**config.mk**
```make
export PLATFORM = sky130hd
export DESIGN_NAME = segsum_cell
export DESIGN_NICKNAME = d
export VERILOG_FILES = /design/src/segsum_pkg.sv /design/src/segsum_ram.sv /design/src/segsum_cell.sv
export SDC_FILE = /design/constraint.sdc
export NUM_CORES = 1
export LEC_CHECK = 0
export BUFFER_PORTS_ARGS = -buffer_cell sky130_fd_sc_hd__buf_2
export CAP_MARGIN = 20
export CORE_ASPECT_RATIO = 0.9
export CORE_MARGIN = 3
export CORE_UTILIZATION = 29
export DETAILED_ROUTE_END_ITERATION = 7
export PLACE_DENSITY = 0.69
export SETUP_SLACK_MARGIN = 0.5
export SLEW_MARGIN = 20
export SYNTH_ARGS = -nofsm -noshare
export SYNTH_HDL_FRONTEND = slang
export SYNTH_HIERARCHICAL = 1
export SYNTH_SLANG_ARGS = --single-unit
```
**constraint.sdc**
```tcl
create_clock -name clk -period 0.8 [get_ports clk]
set_input_delay 0.08 -clock clk [delete_from_list [all_inputs] [get_ports clk]]
set_output_delay 0.08 -clock clk [all_outputs]
set_load 0.05 [all_outputs]
```
**src/segsum_pkg.sv**
```systemverilog
// ----------------------------------------------------------------------------
// segsum_pkg
// Shared types and constants of the segment tree range sum unit: field
// widths, the request opcode and the control word that moves along the cells.
// ----------------------------------------------------------------------------
package segsum_pkg;

    localparam int LEAF_W = 10;
    localparam int DATA_W = 32;

    typedef enum logic {
        OP_SET   = 1'b0,
        OP_QUERY = 1'b1
    } opcode_t;

    // control word handed from cell to cell with each request
    typedef struct packed {
        logic valid;
        logic query;   // range sum request
        logic write;   // set request whose leaf is inside the tree
        logic hi_l;    // left / set pointer starts one level below the usual leaf level
        logic hi_r;    // same for the right pointer
    } tok_ctrl_t;

endpackage

```
**src/segsum_ram.sv**
```systemverilog
// ----------------------------------------------------------------------------
// segsum_ram
// Generic RAM: one write port, two read ports with registered read data.
// ----------------------------------------------------------------------------
module segsum_ram #(
    parameter int WIDTH = 32,
    parameter int DEPTH = 2
) (
    input  logic                     clk,
    input  logic                     wr_en,
    input  logic [$clog2(DEPTH)-1:0] wr_addr,
    input  logic [WIDTH-1:0]         wr_data,
    input  logic [$clog2(DEPTH)-1:0] rd_addr_a,
    input  logic [$clog2(DEPTH)-1:0] rd_addr_b,
    output logic [WIDTH-1:0]         rd_data_a,
    output logic [WIDTH-1:0]         rd_data_b
);

    logic [WIDTH-1:0] mem [DEPTH];
    logic [WIDTH-1:0] rd_data_a_reg;
    logic [WIDTH-1:0] rd_data_b_reg;

    always_ff @(posedge clk)
    begin
        if (wr_en)
        begin
            mem[wr_addr] <= wr_data;
        end
        rd_data_a_reg <= mem[rd_addr_a];
        rd_data_b_reg <= mem[rd_addr_b];
    end

    assign rd_data_a = rd_data_a_reg;
    assign rd_data_b = rd_data_b_reg;

endmodule

```
**src/segsum_cell.sv**
```systemverilog
// ----------------------------------------------------------------------------
// segsum_cell
// One tree level. Holds the node sums of its level in a small RAM, reads the
// nodes that the passing request needs, and on the next cycle updates the
// running sum or writes the new node value before handing the request on.
// ----------------------------------------------------------------------------
module segsum_cell #(
    parameter int LEAVES = 1024,
    parameter int LEVEL  = 0
) (
    input  logic                                  clk,
    input  logic                                  rst_n,
    input  segsum_pkg::tok_ctrl_t                 in_ctrl,
    input  logic [$clog2(2*LEAVES)-1:0]           in_lp,
    input  logic [$clog2(2*LEAVES)-1:0]           in_rp,
    input  logic [segsum_pkg::DATA_W-1:0]         in_acc,
    input  logic                                  clr_en,
    input  logic [(($clog2(2*LEAVES)-1 > 1) ? ($clog2(2*LEAVES)-1) : 1)-1:0] clr_addr,
    output segsum_pkg::tok_ctrl_t                 out_ctrl,
    output logic [$clog2(2*LEAVES)-1:0]           out_lp,
    output logic [$clog2(2*LEAVES)-1:0]           out_rp,
    output logic [segsum_pkg::DATA_W-1:0]         out_acc
);

    import segsum_pkg::*;

    localparam int PW   = $clog2(2*LEAVES);
    localparam int HL   = $clog2(LEAVES+1) - 1;
    localparam int AW   = (LEVEL > 1) ? LEVEL : 1;
    localparam int K1   = HL + 1 - LEVEL;
    localparam int K0   = (HL >= LEVEL) ? (HL - LEVEL) : 0;
    localparam bit LOW_OK  = (HL >= LEVEL);
    localparam bit LEAF_LO = (LEVEL == HL);
    localparam bit LEAF_HI = (LEVEL == HL + 1);

    tok_ctrl_t         ctrl_reg;
    logic [PW-1:0]     lp_reg;
    logic [PW-1:0]     rp_reg;
    logic [DATA_W-1:0] acc_reg;
    logic [AW-1:0]     addr_w_reg;
    logic              take_l_reg;
    logic              take_r_reg;

    logic [PW-1:0]     xl;
    logic [PW-1:0]     xr;
    logic [PW-1:0]     rl;
    logic [PW-1:0]     lr;
    logic [PW-1:0]     addr_l;
    logic [PW-1:0]     addr_r;
    logic              present_l;
    logic              present_r;
    logic              take_l;
    logic              take_r;

    logic [DATA_W-1:0] rd_a;
    logic [DATA_W-1:0] rd_b;
    logic              wr_en;
    logic [AW-1:0]     wr_addr;
    logic [DATA_W-1:0] wr_data;
    logic              st_present;
    logic              st_leaf;

    // node of each path on this level, and both pointers one level further up
    always_comb
    begin
        xl = in_ctrl.hi_l ? (in_lp >> K1) : (in_lp >> K0);
        rl = in_ctrl.hi_l ? (in_rp >> (K1 + 1)) : (in_rp >> (K0 + 1));
        xr = in_ctrl.hi_r ? (in_rp >> K1) : (in_rp >> K0);
        lr = in_ctrl.hi_r ? (in_lp >> (K1 + 1)) : (in_lp >> (K0 + 1));

        present_l = in_ctrl.hi_l | LOW_OK;
        present_r = in_ctrl.hi_r | LOW_OK;

        // left bound takes its right sibling, right bound its left sibling
        take_l = in_ctrl.valid & in_ctrl.query & present_l & ~xl[0] & ((xl >> 1) < rl);
        take_r = in_ctrl.valid & in_ctrl.query & present_r & xr[0] & (lr < (xr >> 1));

        addr_l = in_ctrl.query ? {xl[PW-1:1], 1'b1} : xl;
        addr_r = {xr[PW-1:1], 1'b0};
    end

    always_ff @(posedge clk or negedge rst_n)
    begin
        if (!rst_n)
        begin
            ctrl_reg   <= '0;
            take_l_reg <= 1'b0;
            take_r_reg <= 1'b0;
        end
        else
        begin
            ctrl_reg   <= in_ctrl;
            take_l_reg <= take_l;
            take_r_reg <= take_r;
        end
    end

    always_ff @(posedge clk)
    begin
        lp_reg     <= in_lp;
        rp_reg     <= in_rp;
        acc_reg    <= in_acc;
        addr_w_reg <= addr_l[AW-1:0];
    end

    segsum_ram #(
        .WIDTH (DATA_W),
        .DEPTH (2**AW)
    ) u_ram (
        .clk       (clk),
        .wr_en     (wr_en),
        .wr_addr   (wr_addr),
        .wr_data   (wr_data),
        .rd_addr_a (addr_l[AW-1:0]),
        .rd_addr_b (addr_r[AW-1:0]),
        .rd_data_a (rd_a),
        .rd_data_b (rd_b)
    );

    always_comb
    begin
        st_present = ctrl_reg.hi_l | LOW_OK;
        st_leaf    = ctrl_reg.hi_l ? LEAF_HI : LEAF_LO;

        wr_en   = clr_en | (ctrl_reg.valid & ctrl_reg.write & st_present);
        wr_addr = clr_en ? clr_addr[AW-1:0] : addr_w_reg;
        if (clr_en)
        begin
            wr_data = '0;
        end
        else if (st_leaf)
        begin
            wr_data = acc_reg;
        end
        else
        begin
            wr_data = rd_a + acc_reg;
        end

        // set: the leaf level turns the new value into the difference
        if (ctrl_reg.query)
        begin
            out_acc = acc_reg + (take_l_reg ? rd_a : '0) + (take_r_reg ? rd_b : '0);
        end
        else if (st_present & st_leaf)
        begin
            out_acc = acc_reg - rd_a;
        end
        else
        begin
            out_acc = acc_reg;
        end
    end

    assign out_ctrl = ctrl_reg;
    assign out_lp   = lp_reg;
    assign out_rp   = rp_reg;

endmodule

```
==> results by group <==
CTS
  • Root Driver: clkbuf_8
  • # hold bufs at CTS: 1
  • H-tree Lvls: 3
  • TritonCTS Sinks: 59
  • CTS tree: built
  • CTS buffer count: 9
  • Clock transition at the registers of the reported paths: about 70 ps
  • Clock buffer depth: 2

Setup path
  • Delay-heaviest family, CP: flip-flops
  • Worst path cell trace: buf_6
  • Critical path startpoint category: flip-flop
  • WP buf/inv: 1
  • Slowest-stage cell, CP: dfrtp_2
  • Worst EP arrival: 870 ps
  • Kind of critical path: reg -> out
  • Endpoint class of the critical path: output port
  • CP required: 720 ps
  • Crit Path Max Fanout: 1
  • Critical path's largest stage delay: 400 ps

Power
  • Clock network fraction of total power: 37.2%
  • Combinational group share of total power: about 17%
  • VDD IR max: 1800 uV
  • Leak: 1.287 nW
  • Psw: roughly 1.9 mW
  • PwrDens: 2422 mW/mm^2
  • Sequential share of power: between 40% and 50%
  • Design Power: 6.881 mW
  • Switch share: approximately 28%
  • Power Internal: 4.972 mW

Synth
  • Net Count, Synth: 131
  • Adder-cell share of the synthesized area: 0%
  • Synth top area cells: dfxtp_1, dfrtp_1
  • Post-synth top cells: dfxtp_1, dfrtp_1
  • Syn Std Cell Area: 0.001206 sq mm
  • Simple-Gate Fraction of Synth Area: 0%
  • Count leader, synth: dfxtp_1
  • Synth top area share: around 90%
  • Yosys reg bits: 59
  • EDFF count, synth: 0
  • Synthesized area per cell: 20.44 sq um
  • Post-Synth XOR/XNOR Area: 0%
  • Leading area contributor after synthesis: dfxtp_1
  • Primary FF master, synth: dfxtp_1
  • Post-synthesis compound-gate area fraction: 0%
  • Mapped Cells: 59
  • Sequential share of the synthesized area: 100.0%
  • Yosys warns: 6
  • Multiplexer area fraction after synthesis: 0%
  • Synth cell types: 2
  • FFs w/ async S/R, synth: under 10%

Route
  • Met3 wire length: 572 um
  • DR top layer: met4
  • ANT nets after route: 0
  • Met2 wire len: 2.392 mm
  • M1 WL: around 1.1 mm
  • Routed WL: 4.095 mm
  • DRT Pass-1 Iters: 2
  • Wire length per cell: between 15 and 20 um
  • DR vias/cell: 4.017
  • DRC viols: 0
  • Initial DRC Count: 8
  • Via Count: 968

Die
  • Starting Density: between 30% and 40%
  • Die Y: 67.18 um
  • Die area: between 0.004 and 0.005 sq mm
  • Row count: 21
  • Core region area: 0.003862 sq mm
  • I/O pins: between 100 and 150
  • Die width: 73.98 um

Cells and area
  • Final core occ: 73.57%
  • # nets final: 262
  • Flip-flop count of the largest register after layout: 32
  • Multi-In Gates: 0
  • Fillers: 238
  • Multi-input gate area: 0 sq um
  • Area Growth Syn to Fin: 135.6%
  • FF+latch area: about 0.0014 sq mm
  • N_diodes: 0
  • Layout cell share with drive strength beyond 1: 98.97%

Timing
  • Tmin final: 951.4 ps
  • Setup ws final: -151.4 ps
  • Least-Margin Pin Slew: around 110 ps
  • Peak Freq: 1.051 GHz
  • Max-slew headroom at the worst pin: 92.36%
  • Fin. max-slew vios: 0
  • Setup violations, final: between 50 and 60
  • Hold Slack: -153.8 ps
  • RSZ-0062 raised after global routing: yes
  • Final Hold Fails: slightly below 60
  • Final Cycle Share: 118.9%

Status
  • Outcome: finished with violations
  • Failing checks: negative hold slack, negative setup slack

Hold path
  • Hold WC Path Type: in -> reg

Place
  • PortBufs: 119
  • Dpl hpwl: 2.571 mm
  • RePlAce Congestion: between 0.6 and 0.7

Global route
  • Largest net degree at the start of global routing: 12
  • Global route overflow: 0
  • Initial antenna violation count: 0
  • Number of global-route vias before repair: 1,173
  • Total GRT Usage: 17.71%
  • First-pass GRT wire length: 5.899 mm

Job
  • Max cap viols: 0
[power groups by stage]
stage / clock network (mW) / registers (mW) / logic (mW)
2_1_floorplan: 0 / 3.71 / 0
3_3_place_gp: 0 / 3.12 / 0.863
3_5_place_dp: 0 / 3.13 / 0.873
4_1_cts: 2.62 / 3.13 / 1.18
5_1_grt: 2.78 / 3.15 / 1.22
6_report: 2.56 / 3.14 / 1.18
[layer usage]
layer / vias to the layer above / GRT usage (%)
li1: 442 / -
met1: 447 / 14.66
met2: 70 / 32.19
met3: 9 / 12.95
met4: 0 / 6.335
met5: - / 0
[path summary, 6_finish.rpt]
kind | startpoint | endpoint | slack (ps) | depth (start not counted)
max in group asynchronous | rst_n | out_ctrl[1] | 550 | 2
worst min-delay path | in_acc[26] | acc_reg[26] | -150 | 1
worst max-delay path | out_ctrl[1] | out_ctrl[1] | -150 | 1
min in group asynchronous | rst_n | out_ctrl[0] | 110 | 2
[through the flow]
step	setup TNS (ps)	instances	area (sq um)	worst slack (ps)
CTS	-6885	241	2841	-180.2
finish	-5693	241	2841	-151.4
floorplan	0	59	1413	235.3
detailed placement	0	224	2066	140.8
global route	-7731	241	2841	-190.5
global placement	0	224	2066	147.5
[timing repair]
action                     4_1_cts  5_1_grt
pin swaps                        0        0
gates resized for setup        172        0
hold endpoints to repair        64       59
setup buffers                    0        0
setup endpoints to repair       59       59
[area by class of cell]
type	count	area share, %
flip-flops and latches	59	49.71
repair buffers	120	41.44
clock buffers	10	4.491
clock inverters	6	2.334
well taps	46	2.026
[layout by cell type, fill, tap and decap left out, drive strengths merged]
cell type,instances
buf,119
bufinv,1
clkbuf,10
clkinv,2
clkinvlp,3
dfrtp,5
dfxtp,54
dlygate4sd3,1
[logic make-up after synthesis]
kind of cell,after synthesis
DFF,59
Power figures use the tool's default switching activity.
